**src/rtl/sensor_frame_crc_decoder_macros.svh**
```systemverilog
// Assertion macros shared by the sensor frame decoder modules.
`ifndef SENSOR_FRAME_CRC_DECODER_MACROS_SVH
`define SENSOR_FRAME_CRC_DECODER_MACROS_SVH

// Same-cycle implication, checked outside reset.
`define SFCD_ASSERT_IMPLIES(label, clk, rstn, ante, cons, msg) \
    label: assert property (@(posedge clk) disable iff (!rstn) (ante) |-> (cons)) \
        else $error(msg);

// Next-cycle implication, checked outside reset.
`define SFCD_ASSERT_NEXT(label, clk, rstn, ante, cons, msg) \
    label: assert property (@(posedge clk) disable iff (!rstn) (ante) |=> (cons)) \
        else $error(msg);

`endif

```
**src/rtl/sfcd_pkg.sv**
```systemverilog
// Shared types, constants and CRC functions for the sensor frame decoder.
package sfcd_pkg;

    localparam logic [7:0]  StartMask  = 8'h90;
    localparam logic [7:0]  CrcPoly    = 8'h31;
    localparam logic [6:0]  HumLimit   = 7'd100;
    localparam logic [6:0]  DualLimit  = 7'd125;
    localparam logic [10:0] TempOffset = 11'd400;
    localparam logic [10:0] Weight100  = 11'd100;
    localparam logic [10:0] Weight10   = 11'd10;
    localparam logic [3:0]  DigitBase  = 4'd10;

    // Reciprocals: ceil(2^16/10) and ceil(2^19/100), exact for magnitudes below 2048
    localparam logic [23:0] Recip10  = 24'd6554;
    localparam logic [23:0] Recip100 = 24'd5243;

    // Decoded fields that ride unchanged through the temperature stages
    typedef struct packed {
        logic [6:0] sensor_id;
        logic       new_battery;
        logic       weak_battery;
        logic [6:0] humidity;
        logic       no_humidity;
    } info_t;

    // Raw temperature nibbles
    typedef struct packed {
        logic [3:0] hundreds;
        logic [3:0] tens;
        logic [3:0] units;
    } bcd_t;

    // Bit-serial CRC-8, MSB first, zero initial value; elaboration use only
    function automatic logic [7:0] crc8_serial(input logic [31:0] word);
        logic [7:0] crc;
        logic       top;
        crc = '0;
        for (int i = 31; i >= 0; i--) begin
            top = crc[7] ^ word[i];
            crc = {crc[6:0], 1'b0};
            if (top) begin
                crc = crc ^ CrcPoly;
            end
        end
        return crc;
    endfunction

    // Contribution of each word bit to the CRC (the CRC is linear)
    function automatic logic [31:0][7:0] crc8_columns();
        logic [31:0][7:0] cols;
        for (int i = 0; i < 32; i++) begin
            cols[i] = crc8_serial(32'd1 << i);
        end
        return cols;
    endfunction

    localparam logic [31:0][7:0] CrcColumns = crc8_columns();

    // Flat XOR tree over the 32 frame bits
    function automatic logic [7:0] crc8_word(input logic [31:0] word);
        logic [7:0] crc;
        crc = '0;
        for (int i = 0; i < 32; i++) begin
            if (word[i]) begin
                crc = crc ^ CrcColumns[i];
            end
        end
        return crc;
    endfunction

endpackage

```
**src/rtl/sensor_frame_crc_decoder.sv**
```systemverilog
// Top level of the sensor frame decoder: four-stage decode pipeline.
// Frames move through four registers in order: check, temperature, divide, remainder.
// One frame per cycle unless m_ready stalls; each registered stage holds one frame.
// Frames with bad start bits or a CRC mismatch are dropped in the first stage.
// Reset (aresetn low, synchronous) clears every stage's valid bit; no clearing pass.
module sensor_frame_crc_decoder (
    input  logic        aclk,
    input  logic        aresetn,
    input  logic        s_valid,
    output logic        s_ready,
    input  logic [7:0]  s_frame_byte0,
    input  logic [7:0]  s_frame_byte1,
    input  logic [7:0]  s_frame_byte2,
    input  logic [7:0]  s_frame_byte3,
    input  logic [7:0]  s_frame_byte4,
    output logic        m_valid,
    input  logic        m_ready,
    output logic [6:0]  m_sensor_id,
    output logic        m_new_battery,
    output logic        m_weak_battery,
    output logic        m_below_zero,
    output logic [6:0]  m_humidity,
    output logic        m_no_humidity,
    output logic [10:0] m_temp_magnitude,
    output logic [3:0]  m_tenths_digit,
    output logic [3:0]  m_ones_digit,
    output logic [3:0]  m_tens_digit
);

    logic            chk_valid;
    logic            chk_ready;
    sfcd_pkg::info_t chk_info;
    sfcd_pkg::bcd_t  chk_bcd;

    logic            tmp_valid;
    logic            tmp_ready;
    sfcd_pkg::info_t tmp_info;
    logic            tmp_neg;
    logic [10:0]     tmp_mag;

    logic            div_valid;
    logic            div_ready;
    sfcd_pkg::info_t div_info;
    logic            div_neg;
    logic [10:0]     div_mag;
    logic [6:0]      div_quot10;
    logic [3:0]      div_quot100;

    sfcd_pkg::info_t out_info;

    // Validate frame and extract fields
    sfcd_frame_check u_frame_check (
        .aclk        (aclk),
        .aresetn     (aresetn),
        .in_valid    (s_valid),
        .in_ready    (s_ready),
        .frame_byte0 (s_frame_byte0),
        .frame_byte1 (s_frame_byte1),
        .frame_byte2 (s_frame_byte2),
        .frame_byte3 (s_frame_byte3),
        .frame_byte4 (s_frame_byte4),
        .out_valid   (chk_valid),
        .out_ready   (chk_ready),
        .out_info    (chk_info),
        .out_bcd     (chk_bcd)
    );

    // Form signed temperature as sign and magnitude
    sfcd_temp_calc u_temp_calc (
        .aclk           (aclk),
        .aresetn        (aresetn),
        .in_valid       (chk_valid),
        .in_ready       (chk_ready),
        .in_info        (chk_info),
        .in_bcd         (chk_bcd),
        .out_valid      (tmp_valid),
        .out_ready      (tmp_ready),
        .out_info       (tmp_info),
        .out_below_zero (tmp_neg),
        .out_magnitude  (tmp_mag)
    );

    // Divide magnitude by 10 and 100
    sfcd_digit_div u_digit_div (
        .aclk           (aclk),
        .aresetn        (aresetn),
        .in_valid       (tmp_valid),
        .in_ready       (tmp_ready),
        .in_info        (tmp_info),
        .in_below_zero  (tmp_neg),
        .in_magnitude   (tmp_mag),
        .out_valid      (div_valid),
        .out_ready      (div_ready),
        .out_info       (div_info),
        .out_below_zero (div_neg),
        .out_magnitude  (div_mag),
        .out_quot10     (div_quot10),
        .out_quot100    (div_quot100)
    );

    // Split into decimal digits and hold the result for transfer
    sfcd_digit_rem u_digit_rem (
        .aclk           (aclk),
        .aresetn        (aresetn),
        .in_valid       (div_valid),
        .in_ready       (div_ready),
        .in_info        (div_info),
        .in_below_zero  (div_neg),
        .in_magnitude   (div_mag),
        .in_quot10      (div_quot10),
        .in_quot100     (div_quot100),
        .out_valid      (m_valid),
        .out_ready      (m_ready),
        .out_info       (out_info),
        .out_below_zero (m_below_zero),
        .out_magnitude  (m_temp_magnitude),
        .out_tenths     (m_tenths_digit),
        .out_ones       (m_ones_digit),
        .out_tens       (m_tens_digit)
    );

    assign m_sensor_id    = out_info.sensor_id;
    assign m_new_battery  = out_info.new_battery;
    assign m_weak_battery = out_info.weak_battery;
    assign m_humidity     = out_info.humidity;
    assign m_no_humidity  = out_info.no_humidity;

endmodule

```
**src/rtl/sfcd_frame_check.sv**
```systemverilog
// Stage 1: header and CRC check, field extraction and humidity rules.
`include "sensor_frame_crc_decoder_macros.svh"

module sfcd_frame_check (
    input  logic             aclk,
    input  logic             aresetn,
    input  logic             in_valid,
    output logic             in_ready,
    input  logic [7:0]       frame_byte0,
    input  logic [7:0]       frame_byte1,
    input  logic [7:0]       frame_byte2,
    input  logic [7:0]       frame_byte3,
    input  logic [7:0]       frame_byte4,
    output logic             out_valid,
    input  logic             out_ready,
    output sfcd_pkg::info_t  out_info,
    output sfcd_pkg::bcd_t   out_bcd
);

    logic            valid_reg;
    logic            valid_next;
    logic            header_ok;
    logic            crc_ok;
    logic [6:0]      raw_hum;
    logic            hum_over;
    logic            dual_temp;
    sfcd_pkg::info_t info_reg;
    sfcd_pkg::info_t info_next;
    sfcd_pkg::bcd_t  bcd_reg;
    sfcd_pkg::bcd_t  bcd_next;

    // Check start bits and CRC
    assign header_ok = (frame_byte0 & sfcd_pkg::StartMask) == sfcd_pkg::StartMask;
    assign crc_ok    = sfcd_pkg::crc8_word({frame_byte0, frame_byte1,
                                            frame_byte2, frame_byte3}) == frame_byte4;
    assign valid_next = in_valid && header_ok && crc_ok;

    // Extract fields and apply humidity rules
    assign raw_hum   = frame_byte3[6:0];
    assign hum_over  = raw_hum >= sfcd_pkg::HumLimit;
    assign dual_temp = raw_hum >= sfcd_pkg::DualLimit;

    always_comb begin
        info_next.sensor_id    = {dual_temp, frame_byte0[3:0], frame_byte1[7:6]};
        info_next.new_battery  = frame_byte1[5];
        info_next.weak_battery = frame_byte3[7];
        info_next.humidity     = hum_over ? 7'd0 : raw_hum;
        info_next.no_humidity  = hum_over || (raw_hum == 7'd0);
        bcd_next.hundreds      = frame_byte1[3:0];
        bcd_next.tens          = frame_byte2[7:4];
        bcd_next.units         = frame_byte2[3:0];
    end

    // Advance when the stage is empty or its contents move on; drop bad frames
    assign in_ready = !valid_reg || out_ready;

    always_ff @(posedge aclk) begin
        if (!aresetn) begin
            valid_reg <= 1'b0;
        end else if (in_ready) begin
            valid_reg <= valid_next;
        end
    end

    always_ff @(posedge aclk) begin
        if (in_valid && in_ready) begin
            info_reg <= info_next;
            bcd_reg  <= bcd_next;
        end
    end

    assign out_valid = valid_reg;
    assign out_info  = info_reg;
    assign out_bcd   = bcd_reg;

    `SFCD_ASSERT_NEXT(a_bad_header_dropped, aclk, aresetn, in_valid && in_ready && !header_ok, !valid_reg, "frame with bad start bits passed")
    `SFCD_ASSERT_IMPLIES(a_humidity_range, aclk, aresetn, valid_reg, info_reg.humidity < sfcd_pkg::HumLimit, "humidity out of range")

endmodule

```
**src/rtl/sfcd_temp_calc.sv**
```systemverilog
// Stage 2: weighted nibble sum, offset removal, sign and magnitude.
module sfcd_temp_calc (
    input  logic             aclk,
    input  logic             aresetn,
    input  logic             in_valid,
    output logic             in_ready,
    input  sfcd_pkg::info_t  in_info,
    input  sfcd_pkg::bcd_t   in_bcd,
    output logic             out_valid,
    input  logic             out_ready,
    output sfcd_pkg::info_t  out_info,
    output logic             out_below_zero,
    output logic [10:0]      out_magnitude
);

    logic            valid_reg;
    logic [10:0]     sum;
    logic            neg_next;
    logic [10:0]     mag_next;
    sfcd_pkg::info_t info_reg;
    logic            neg_reg;
    logic [10:0]     mag_reg;

    // Weight nibbles 100/10/1 and take distance from the offset
    assign sum = 11'(in_bcd.hundreds) * sfcd_pkg::Weight100
               + 11'(in_bcd.tens) * sfcd_pkg::Weight10
               + 11'(in_bcd.units);
    assign neg_next = sum < sfcd_pkg::TempOffset;
    assign mag_next = neg_next ? (sfcd_pkg::TempOffset - sum) : (sum - sfcd_pkg::TempOffset);

    assign in_ready = !valid_reg || out_ready;

    always_ff @(posedge aclk) begin
        if (!aresetn) begin
            valid_reg <= 1'b0;
        end else if (in_ready) begin
            valid_reg <= in_valid;
        end
    end

    always_ff @(posedge aclk) begin
        if (in_valid && in_ready) begin
            info_reg <= in_info;
            neg_reg  <= neg_next;
            mag_reg  <= mag_next;
        end
    end

    assign out_valid      = valid_reg;
    assign out_info       = info_reg;
    assign out_below_zero = neg_reg;
    assign out_magnitude  = mag_reg;

endmodule

```
**src/rtl/sfcd_digit_div.sv**
```systemverilog
// Stage 3: quotients by 10 and 100 through reciprocal multiplication.
module sfcd_digit_div (
    input  logic             aclk,
    input  logic             aresetn,
    input  logic             in_valid,
    output logic             in_ready,
    input  sfcd_pkg::info_t  in_info,
    input  logic             in_below_zero,
    input  logic [10:0]      in_magnitude,
    output logic             out_valid,
    input  logic             out_ready,
    output sfcd_pkg::info_t  out_info,
    output logic             out_below_zero,
    output logic [10:0]      out_magnitude,
    output logic [6:0]       out_quot10,
    output logic [3:0]       out_quot100
);

    logic            valid_reg;
    logic [23:0]     prod10;
    logic [23:0]     prod100;
    sfcd_pkg::info_t info_reg;
    logic            neg_reg;
    logic [10:0]     mag_reg;
    logic [6:0]      quot10_reg;
    logic [3:0]      quot100_reg;

    // Divide by constants: multiply by scaled reciprocal, keep the high bits
    assign prod10  = 24'(in_magnitude) * sfcd_pkg::Recip10;
    assign prod100 = 24'(in_magnitude) * sfcd_pkg::Recip100;

    assign in_ready = !valid_reg || out_ready;

    always_ff @(posedge aclk) begin
        if (!aresetn) begin
            valid_reg <= 1'b0;
        end else if (in_ready) begin
            valid_reg <= in_valid;
        end
    end

    always_ff @(posedge aclk) begin
        if (in_valid && in_ready) begin
            info_reg    <= in_info;
            neg_reg     <= in_below_zero;
            mag_reg     <= in_magnitude;
            quot10_reg  <= prod10[22:16];
            quot100_reg <= prod100[22:19];
        end
    end

    assign out_valid      = valid_reg;
    assign out_info       = info_reg;
    assign out_below_zero = neg_reg;
    assign out_magnitude  = mag_reg;
    assign out_quot10     = quot10_reg;
    assign out_quot100    = quot100_reg;

endmodule

```
**src/rtl/sfcd_digit_rem.sv**
```systemverilog
// Stage 4: decimal digits from the quotients; output register.
`include "sensor_frame_crc_decoder_macros.svh"

module sfcd_digit_rem (
    input  logic             aclk,
    input  logic             aresetn,
    input  logic             in_valid,
    output logic             in_ready,
    input  sfcd_pkg::info_t  in_info,
    input  logic             in_below_zero,
    input  logic [10:0]      in_magnitude,
    input  logic [6:0]       in_quot10,
    input  logic [3:0]       in_quot100,
    output logic             out_valid,
    input  logic             out_ready,
    output sfcd_pkg::info_t  out_info,
    output logic             out_below_zero,
    output logic [10:0]      out_magnitude,
    output logic [3:0]       out_tenths,
    output logic [3:0]       out_ones,
    output logic [3:0]       out_tens
);

    logic            valid_reg;
    logic [10:0]     tenths_wide;
    logic [6:0]      ones_wide;
    logic [3:0]      tens_next;
    sfcd_pkg::info_t info_reg;
    logic            neg_reg;
    logic [10:0]     mag_reg;
    logic [3:0]      tenths_reg;
    logic [3:0]      ones_reg;
    logic [3:0]      tens_reg;
    logic [10:0]     digit_sum;

    // Remainders; the hundreds quotient stays below 20, so one subtract folds it
    assign tenths_wide = in_magnitude - 11'(in_quot10) * sfcd_pkg::Weight10;
    assign ones_wide   = in_quot10 - 7'(11'(in_quot100) * sfcd_pkg::Weight10);
    assign tens_next   = (in_quot100 >= sfcd_pkg::DigitBase) ?
                         (in_quot100 - sfcd_pkg::DigitBase) : in_quot100;

    assign in_ready = !valid_reg || out_ready;

    always_ff @(posedge aclk) begin
        if (!aresetn) begin
            valid_reg <= 1'b0;
        end else if (in_ready) begin
            valid_reg <= in_valid;
        end
    end

    always_ff @(posedge aclk) begin
        if (in_valid && in_ready) begin
            info_reg   <= in_info;
            neg_reg    <= in_below_zero;
            mag_reg    <= in_magnitude;
            tenths_reg <= tenths_wide[3:0];
            ones_reg   <= ones_wide[3:0];
            tens_reg   <= tens_next;
        end
    end

    assign out_valid      = valid_reg;
    assign out_info       = info_reg;
    assign out_below_zero = neg_reg;
    assign out_magnitude  = mag_reg;
    assign out_tenths     = tenths_reg;
    assign out_ones       = ones_reg;
    assign out_tens       = tens_reg;

    // Digits rebuild the magnitude, less any thousands place
    assign digit_sum = 11'(tens_reg) * sfcd_pkg::Weight100
                     + 11'(ones_reg) * sfcd_pkg::Weight10 + 11'(tenths_reg);

    `SFCD_ASSERT_IMPLIES(a_digits_decimal, aclk, aresetn, valid_reg, (tenths_reg < sfcd_pkg::DigitBase) && (ones_reg < sfcd_pkg::DigitBase) && (tens_reg < sfcd_pkg::DigitBase), "digit above nine")
    `SFCD_ASSERT_IMPLIES(a_digits_match, aclk, aresetn, valid_reg, (digit_sum == mag_reg) || (digit_sum + 11'd1000 == mag_reg), "digits disagree with magnitude")

endmodule
```
**config.mk**
```make
export PLATFORM = sky130hd
export DESIGN_NAME = sensor_frame_crc_decoder
export DESIGN_NICKNAME = d
export VERILOG_FILES = /design/src/rtl/sfcd_pkg.sv /design/src/rtl/sensor_frame_crc_decoder.sv /design/src/rtl/sfcd_frame_check.sv /design/src/rtl/sfcd_temp_calc.sv /design/src/rtl/sfcd_digit_div.sv /design/src/rtl/sfcd_digit_rem.sv
export VERILOG_INCLUDE_DIRS = /design/src /design/src/rtl
export SDC_FILE = /design/constraint.sdc
export NUM_CORES = 1
export LEC_CHECK = 0
export BUFFER_PORTS_ARGS = -buffer_cell sky130_fd_sc_hd__buf_4
export CAP_MARGIN = 20
export CORE_MARGIN = 8
export CORE_UTILIZATION = 56
export DETAILED_ROUTE_END_ITERATION = 8
export PLACE_DENSITY_LB_ADDON = 0.05
export SKIP_CTS_REPAIR_TIMING = 1
export SLEW_MARGIN = 30
export SYNTH_ARGS = -nofsm -noshare
export SYNTH_HDL_FRONTEND = slang
export SYNTH_HIERARCHICAL = 1
export SYNTH_SLANG_ARGS = --single-unit
```
**constraint.sdc**
```tcl
create_clock -name aclk -period 5 [get_ports aclk]
set_clock_uncertainty 0.1 [all_clocks]
set_input_delay 0.25 -clock aclk [delete_from_list [all_inputs] [get_ports aclk]]
set_output_delay 0.25 -clock aclk [all_outputs]
set_load 0.01 [all_outputs]
```
==> impl_metrics.csv, run 1 <==
group,metric,value,unit
synth,syn_area_per_cell,12.7,sq um
worst_hold_path,min-delay-path-class,"in2reg",
placement,hpwl,17200,um
placement,placed_area,11400,sq um
worst_setup_path,worst_setup_path_end_kind,"flip-flop",
clock_network,cts_buffers,17,
global_routing,grt_pass1_vias,6614,
clock_network,cts_max_level,4,
floorplan,coreArea,18100,sq um
sta,tns,0,ns
final_layout,fin_util,68.6,%
route,dr.pass1.iters,5,
power,p_leak,5.71,nW
final_layout,instances_no_fill,1206,
clock_network,clockRootBuffer,"clkbuf_16",
power,p_sw_share,30.7,%
worst_setup_path,critPathArrivalTime,4.93,ns
power,p_int,2.49,mW
route,drcViolationCount,0,
worst_setup_path,reg2regPathDepth,16,
synth,syn_area,10400,sq um
global_routing,grt_pass1_wl,34400,um
route,drtIter0Drc,297,
sta,rsz0062_at_grt,"true",
global_routing,grt_usage,19.0,%
clock_network,cts_max_path_buffers,2,
synth,yosys_warnings,6,
sta,timing.hold.ws,0.0142,ns
worst_hold_path,holdPathStages,2,
clock_network,cts_tree,"done",
sta,max_freq,206,MHz
global_routing,grt_max_degree,41,
power,power_density,289,nW/um^2
placement,place_ws,-0.0328,ns
clock_network,clock-sinks,139,
global_routing,overflow,0,
final_layout,syn_to_final_growth,19.6,%
final_layout,drive_gt1_share,19.3,%
sta,worst_pin_slew,0.576,ns
power,total_power,3.59,mW
worst_setup_path,r2r_setup_slack,0.14,ns
placement,dp_cells,1144,
power,seq_power_share,37.5,%
final_layout,nets,1238,
power,clockPowerShare,34.3,%
worst_setup_path,r2r_start,"u_temp_calc/out_magnitude[5]$_DFFE_PP_",
floorplan,die-area,23100,sq um
power,vdd_ir_drop_max,0.261,mV
route,wl_per_cell,17.8,um
floorplan,die_h,152,um
placement,gp_congestion,0.919,
job,cap_violations,0,
route,vias_per_cell,5.16,
placement,io_buffers,86,
final_layout,fill_cells,1313,
final_layout,seq_area,4130,sq um
floorplan,initial_core_util,57.4,%
worst_setup_path,critPathLaunchType,"flip-flop",
worst_hold_path,worst_hold_path.endpoint,"u_digit_rem/out_valid$_SDFFE_PN0P_",
sta,max_slew_margin,61.6,%
floorplan,die_w,152,um
worst_setup_path,r2r_end,"u_digit_div/out_quot10[3]$_DFFE_PP_",
power,p_comb_share,28.1,%
floorplan,top_level_ports,87,
worst_setup_path,cp_max_fo,4,
worst_setup_path,path_class,"reg2reg",
route,ant_nets,0,
synth,syn_inst,816,
floorplan,fp-row-count,49,
global_routing,antenna_found_initial,1,
sta,timing.final.crit_share,97.1,%
sta,setup_viol,0,
sta,drv_slew,0,
worst_setup_path,critical_path_required,5.08,ns
route,totalWireLength,21500,um
route,vias,6218,
outcome,status,"finished clean",
sta,finalHoldViolCount,0,
sta,period_minus_slack,4.86,ns
final_layout,multi_input_area,5670,sq um
clock_network,cts.reportedPaths.clkPinSlew,0.07,ns
power,switchingPower,1.10,mW
sta,setup_slack,0.144,ns
clock_network,insertion_delay,0.43,ns
final_layout,finish.instance_area,12400,sq um
synth,synth_nets,1091,
worst_hold_path,min-delay-start,"aresetn",
[layer usage]
metal | global-route usage, % | routed length, um
met5 | 0 | 0
met1 | 25.6 | 10100
met2 | 30.5 | 10200
met4 | 4.57 | 270
met3 | 4.51 | 932
[area by class of cell]
| cell class | instances | share of cell area, % |
|---|---|---|
| Clock buffer | 17 | 3.43 |
| Clock inverter | 15 | 1.44 |
| Sequential cell | 139 | 33.3 |
| Antenna cell | 1 | 0.0202 |
| Timing Repair Buffer | 132 | 8.39 |
| Multi-Input combinational cell | 496 | 45.7 |
| Inverter | 177 | 5.36 |
| Tap cell | 229 | 2.31 |
[critical path, cell delays in order (launching register included)]
cell and delay, ns:
edfxtp_1 0.42, buf_4 0.17, ha_4 0.24, fa_2 0.60, inv_2 0.05, fa_1 0.58
fa_2 0.46, fa_1 0.44, inv_2 0.08, ha_4 0.19, and3_4 0.18, a221o_1 0.36
a22oi_2 0.19, nand2_1 0.09, or2_4 0.25, a21oi_2 0.15, xnor2_1 0.07
[placed cells by master (no fill, tap or decap), types with 4 or more instances in the layout]
cell type and count:
edfxtp_1 135, nand2b_1 5, and3_1 4, a31oi_1 4
mux2i_1 5, and2_1 4, nor3_1 7, inv_8 5
xnor3_1 6, clkbuf_16 17, a21oi_1 21, dlygate4sd3_1 20
nor2b_1 5, o21ai_0 6, clkinv_8 5, ha_1 149
xor2_1 24, a21boi_0 4, xnor2_1 60, ha_4 5
nand4_1 6, nor2_1 21, fa_1 72, nand2_1 14
dfxtp_1 4, xnor2_2 6, buf_4 112, fa_2 4
a21oi_2 4, inv_1 175, a21o_1 9
[worst max path at each step]
stage | startpoint | endpoint
finish | u_temp_calc/out_magnitude[5]$_DFFE_PP_ | u_digit_div/out_quot10[3]$_DFFE_PP_
global route | u_temp_calc/out_magnitude[6]$_DFFE_PP_ | u_digit_div/out_quot100[2]$_DFFE_PP_
CTS | u_temp_calc/out_magnitude[6]$_DFFE_PP_ | u_digit_div/out_quot100[1]$_DFFE_PP_
detailed placement | u_temp_calc/out_magnitude[6]$_DFFE_PP_ | u_digit_div/out_quot100[2]$_DFFE_PP_
global placement | u_temp_calc/out_magnitude[6]$_DFFE_PP_ | u_digit_div/out_quot100[1]$_DFFE_PP_
floorplan | u_temp_calc/out_magnitude[9]$_DFFE_PP_ | u_digit_div/out_quot10[3]$_DFFE_PP_
[sequential cells by signal, indices dropped and copies added (netlist names), 11 cells and up]
name                       cells
u_digit_rem/out_info          17
u_temp_calc/out_info          17
u_temp_calc/out_magnitude     11
u_digit_div/out_info          17
u_digit_rem/out_magnitude     11
u_frame_check/out_info        17
u_digit_div/out_magnitude     11
u_frame_check/out_bcd         12
[power by group through the flow]
stage               clock [mW]  combinational [mW]  sequential [mW]
detailed placement           0               0.974             1.37
global placement             0               0.947             1.37
floorplan                    0               0.783             1.37
CTS                       1.26               0.987             1.35
global route              1.31                1.11             1.35
finish                    1.23                1.01             1.35
No activity file was read; power rests on OpenSTA's default activity.
==> run 2: changes to the inputs <==
Settings changed: RECOVER_POWER set to 100.
==> run 2 against run 1 <==
  * The flow now finishes with violations (capacitance limit, slew limit)
  * Sequential share of layout area is 0.85 points higher
  * Wire length increased by 0.27%
  * Power fell by 0.63%
  * Combinational power hardly changed
  * Flip-flop and latch count unchanged
  * Critical path depth stayed put
  * Final area decreased by 2.5%
  * Worst hold slack better by 0.0046 ns
  * Count of clock-buffer cells in the layout unchanged
  * Sequential power about the same
  * Via count grew 0.14%
  * Final cell count unchanged
  * Critical endpoint unchanged
  * Largest cell class unchanged
  * Largest power group unchanged
==> impl_metrics.csv, run 2 (synthesis results as in run 1) <==
group,metric,value,unit
sta,drv_slew,140,
clock_network,cts.reportedPaths.clkPinSlew,0.07,ns
route,wl_per_cell,17.9,um
worst_hold_path,min-delay-path-class,"in2reg",
worst_setup_path,critical_path_required,5.08,ns
worst_setup_path,cp_max_fo,4,
sta,period_minus_slack,4.85,ns
worst_setup_path,critPathLaunchType,"flip-flop",
placement,placed_area,11400,sq um
worst_hold_path,min-delay-start,"aresetn",
final_layout,most-common-layout-cells,"inv_1 (175), ha_1 (149), edfxtp_1 (135)",
final_layout,fill_cells,1408,
sta,setup_viol,0,
final_layout,nets,1238,
worst_setup_path,path_class,"reg2reg",
outcome,violations,"capacitance limit, slew limit",
final_layout,instances_no_fill,1206,
worst_hold_path,holdPathStages,2,
worst_setup_path,reg2regPathDepth,16,
floorplan,die_h,152,um
final_layout,drive_gt1_share,11.4,%
power,vdd_ir_drop_max,0.263,mV
floorplan,die_w,152,um
sta,timing.hold.ws,0.0188,ns
job,cap_violations,4,
floorplan,initial_core_util,57.4,%
floorplan,top_level_ports,87,
worst_setup_path,worst_setup_path_end_kind,"flip-flop",
clock_network,cts_tree,"done",
sta,finalHoldViolCount,0,
power,power_density,295,nW/um^2
clock_network,insertion_delay,0.43,ns
floorplan,die-area,23100,sq um
route,totalWireLength,21500,um
placement,hpwl,17200,um
outcome,status,"finished with violations",
worst_setup_path,critPathArrivalTime,4.93,ns
global_routing,grt_pass1_wl,34400,um
sta,rsz0062_at_grt,"true",
route,ant_nets,0,
final_layout,finish.instance_area,12100,sq um
placement,dp_cells,1144,
final_layout,syn_to_final_growth,16.6,%
worst_hold_path,worst_hold_path.endpoint,"u_digit_rem/out_valid$_SDFFE_PN0P_",
placement,io_buffers,86,
route,drtIter0Drc,342,
route,drcViolationCount,0,
route,vias_per_cell,5.16,
sta,setup_slack,0.146,ns
route,vias,6227,
clock_network,clock-sinks,139,
floorplan,coreArea,18100,sq um
sta,worst_pin_slew,2.68,ns
clock_network,cts_max_path_buffers,2,
global_routing,grt_max_degree,41,
worst_setup_path,r2r_start,"u_temp_calc/out_magnitude[5]$_DFFE_PP_",
clock_network,cts_buffers,17,
sta,timing.final.crit_share,97.1,%
final_layout,layout_commonest_cell,"inv_1",
global_routing,grt_usage,19.0,%
floorplan,fp-row-count,49,
sta,max_slew_margin,-78.3,%
clock_network,clockRootBuffer,"clkbuf_16",
worst_setup_path,r2r_setup_slack,0.15,ns
route,dr.pass1.iters,5,
placement,gp_congestion,0.919,
power,total_power,3.57,mW
global_routing,overflow,0,
global_routing,antenna_found_initial,1,
global_routing,grt_pass1_vias,6614,
clock_network,cts_max_level,4,
power,p_leak,5.44,nW
sta,max_freq,206,MHz
worst_setup_path,r2r_end,"u_digit_div/out_quot10[3]$_DFFE_PP_",
placement,place_ws,-0.0328,ns
## run 2: cell count changes in the layout (fill, tap and decap cells not counted)
cell | previous run | this run
a2111oi_0 | 0 | 1
a2111oi_4 | 1 | 0
a221oi_1 | 0 | 1
a221oi_2 | 1 | 0
and2_0 | 0 | 4
and2_1 | 4 | 2
and2_4 | 2 | 0
buf_4 | 112 | 40
clkbuf_1 | 0 | 72
o32ai_1 | 1 | 2
o32ai_2 | 1 | 0
## run 2: stage by stage
| stage | utilization, % | setup TNS [ns] |
|---|---|---|
| floorplan | - | 0 |
| global placement | 63.1 | 0 |
| detailed placement | 63.1 | -0.0574 |
| CTS | 66.4 | -0.0821 |
| global route | 66.9 | -0.0561 |
| finish | 66.9 | 0 |
## run 2: worst max-delay path by stage
stage	startpoint	end	slack, ns	cells after the start
final	u_temp_calc/out_magnitude[5]$_DFFE_PP_	u_digit_div/out_quot10[3]$_DFFE_PP_	0.15	16
after global routing	u_temp_calc/out_magnitude[6]$_DFFE_PP_	u_digit_div/out_quot100[2]$_DFFE_PP_	-0.04	18
after CTS	u_temp_calc/out_magnitude[6]$_DFFE_PP_	u_digit_div/out_quot100[1]$_DFFE_PP_	-0.04	15
after detailed placement	u_temp_calc/out_magnitude[6]$_DFFE_PP_	u_digit_div/out_quot100[2]$_DFFE_PP_	-0.03	15
after global placement	u_temp_calc/out_magnitude[6]$_DFFE_PP_	u_digit_div/out_quot100[1]$_DFFE_PP_	0.06	15
after floorplan	u_temp_calc/out_magnitude[9]$_DFFE_PP_	u_digit_div/out_quot10[3]$_DFFE_PP_	0.14	17
## run 2: power by group
part	switching [mW]	total (mW)	internal, mW
clock network	0.558	1.23	0.673
registers	0.0111	1.35	1.34
logic	0.523	0.987	0.464
## run 2: area by class of cell
type,count,area [sq um],share of cell area (%)
timing repair buffer,132,771,6.37
tap,229,287,2.37
inverter,177,664,5.49
multi-input combinational,496,5640,46.6
sequential,139,4130,34.2
antenna,1,2.50,0.0207
clock inverter,15,179,1.48
clock buffer,17,425,3.52
## run 2: worst max-delay path: stages (launching register included)
cell and delay (ns):
edfxtp_1 0.42, buf_4 0.17, ha_4 0.24, fa_2 0.60, inv_2 0.05, fa_1 0.58
fa_2 0.46, fa_1 0.44, inv_2 0.08, ha_4 0.19, and3_4 0.18, a221o_1 0.36
a22oi_2 0.19, nand2_1 0.09, or2_4 0.25, a21oi_2 0.15, xnor2_1 0.07
## run 2: layer usage
metal / track usage [%] / wire [um] / up-vias
li1: - / - / 3037
met1: 25.6 / 10100 / 3028
met2: 30.5 / 10100 / 135
met3: 4.51 / 1020 / 27
met4: 4.57 / 261 / 0
met5: 0 / 0 / -
==> run 3: changes to the inputs <==
Settings changed: ABC_CLOCK_PERIOD_IN_PS set to 5630, CORE_UTILIZATION 56 to 59.
Clock period 5 ns to 5.63 ns, I/O delays scaled along.
==> run 3 against run 2 <==
  * The run still ends with capacitance limit, slew limit left
  * Count of clock-buffer cells in the layout stayed put
  * Power is 12% lower
  * Critical path depth is 1 lower
  * Sequential power is 11% lower
  * Register-to-register slack better by 0.25 ns
  * Global-route usage is 0.93 points higher
  * Critical path type unchanged
==> impl_metrics.csv, run 3 (synthesis results as in run 1) <==
group,metric,value,unit
floorplan,top_level_ports,87,
floorplan,die_w,149,um
worst_setup_path,max_stage_delay,0.62,ns
power,p_sw_share,29.3,%
route,vias,6208,
power,seq_power_share,38.1,%
route,vias_per_cell,5.27,
sta,timing.final.crit_share,92.9,%
worst_setup_path,worst_setup_path_end_kind,"flip-flop",
power,p_leak,5.33,nW
worst_hold_path,min-delay-path-class,"in2reg",
global_routing,grt_max_degree,41,
sta,rsz0062_at_grt,"false",
clock_network,insertion_delay,0.42,ns
global_routing,grt_usage,19.9,%
power,p_comb_share,27.4,%
final_layout,nets,1214,
placement,io_buffers,86,
final_layout,drive_gt1_share,7.25,%
clock_network,cts_buffers,17,
global_routing,grt_pass1_vias,6522,
sta,max_slew_margin,-94.8,%
clock_network,cts_max_level,4,
floorplan,die_h,149,um
final_layout,layout_commonest_cell,"inv_1",
final_layout,most-common-layout-cells,"inv_1 (177), ha_1 (155), edfxtp_1 (135)",
sta,drv_slew,132,
power,switchingPower,921,uW
outcome,status,"finished with violations",
route,ant_nets,0,
sta,finalHoldViolCount,0,
final_layout,syn_to_final_growth,13.6,%
outcome,violations,"capacitance limit, slew limit",
power,clockPowerShare,34.5,%
route,drtIter0Drc,338,
worst_setup_path,critPathArrivalTime,5.39,ns
worst_setup_path,path_class,"reg2reg",
worst_setup_path,cp_max_fo,8,
worst_setup_path,crit_path_frequent_cell,"fa_1",
floorplan,fp-row-count,48,
global_routing,grt_pass1_wl,34000,um
route,totalWireLength,21300,um
placement,hpwl,16800,um
global_routing,overflow,0,
worst_setup_path,critPathLaunchType,"flip-flop",
clock_network,cts_max_path_buffers,2,
route,dr.pass1.iters,5,
floorplan,die-area,22100,sq um
route,wl_per_cell,18.1,um
sta,setup_viol,0,
floorplan,initial_core_util,60.2,%
placement,gp_congestion,0.922,
final_layout,fin_util,68.4,%
worst_setup_path,cpMaxStageDelayCell,"fa_1",
worst_setup_path,critical_path_required,5.78,ns
power,vdd_ir_drop_max,0.250,mV
route,drcViolationCount,0,
clock_network,cts.reportedPaths.clkPinSlew,0.06,ns
power,total_power,3.14,mW
power,p_int,2.22,mW
sta,max_freq,191,MHz
floorplan,coreArea,17200,sq um
clock_network,cts_tree,"done",
worst_setup_path,crit_chain,"inv_1, fa_1, fa_1, fa_1, inv_1, fa_1, fa_1, ha_1, nand2_1, nor2_1, o2111ai_1, a211oi_1, o21a_1, o21ai_0, a31oi_1",
sta,tns,0,ns
sta,worst_pin_slew,2.92,ns
global_routing,antenna_found_initial,1,
clock_network,clock-sinks,139,
job,cap_violations,4,
sta,period_minus_slack,5.23,ns
power,power_density,267,nW/um^2
clock_network,clockRootBuffer,"clkbuf_16",
-- run 3: path summary, 6_finish.rpt --
check	startpoint	end	cells after the start	slack, ns
setup reg to reg	u_temp_calc/out_magnitude[5]$_DFFE_PP_	u_digit_div/out_quot100[2]$_DFFE_PP_	15	0.40
hold reg to reg	u_frame_check/out_info[15]$_DFFE_PP_	u_temp_calc/out_info[15]$_DFFE_PP_	0	0.31
hold / removal	aresetn	u_frame_check/out_valid$_SDFFE_PN0N_	3	0.06
setup / recovery	u_temp_calc/out_magnitude[5]$_DFFE_PP_	u_digit_div/out_quot100[2]$_DFFE_PP_	15	0.40
-- run 3: area by class of cell --
type,instances,area (sq um)
repair buffers,108,599
multi-input cells,496,5530
inverters,177,664
flip-flops and latches,139,4130
well taps,225,282
clock buffers,17,425
diodes,1,2.50
clock inverters,15,151
fillers,1269,5450
-- run 3: metrics by stage --
step	cell area [sq um]	setup WS, ns	instances	hold slack, ns
floorplan	10400	0.768	816	0.280
global placement	11300	0.577	1125	0.300
detailed placement	11300	0.439	1125	0.305
CTS	11900	0.415	1157	-0.0380
global route	11800	0.0483	1178	0.0494
finish	11800	0.397	1178	0.0555
-- run 3: worst max-delay path: cells and delay by family (launching register included) --
kind                       cells  cell delay [ns]
AOI/OAI and AO/OA              5             1.08
buffers and inverters          2             0.22
and+or+nand+nor                2             0.20
DFF                            1             0.57
adders and majority gates      6             2.89
-- run 3: per-layer routing --
layer	routed length [um]	vias to the layer above	GRT usage [%]
met5	0	-	0
met4	220	0	3.67
met3	1180	18	5.10
met2	10300	143	33.1
met1	9550	3059	25.9
li1	-	2988	-
-- run 3: power by group through the flow --
stage | registers, mW | clock network (mW) | logic (mW)
floorplan | 1.22 | 0 | 0.695
global placement | 1.22 | 0 | 0.829
detailed placement | 1.22 | 0 | 0.849
CTS | 1.20 | 1.10 | 0.861
global route | 1.20 | 1.15 | 0.944
finish | 1.20 | 1.08 | 0.861
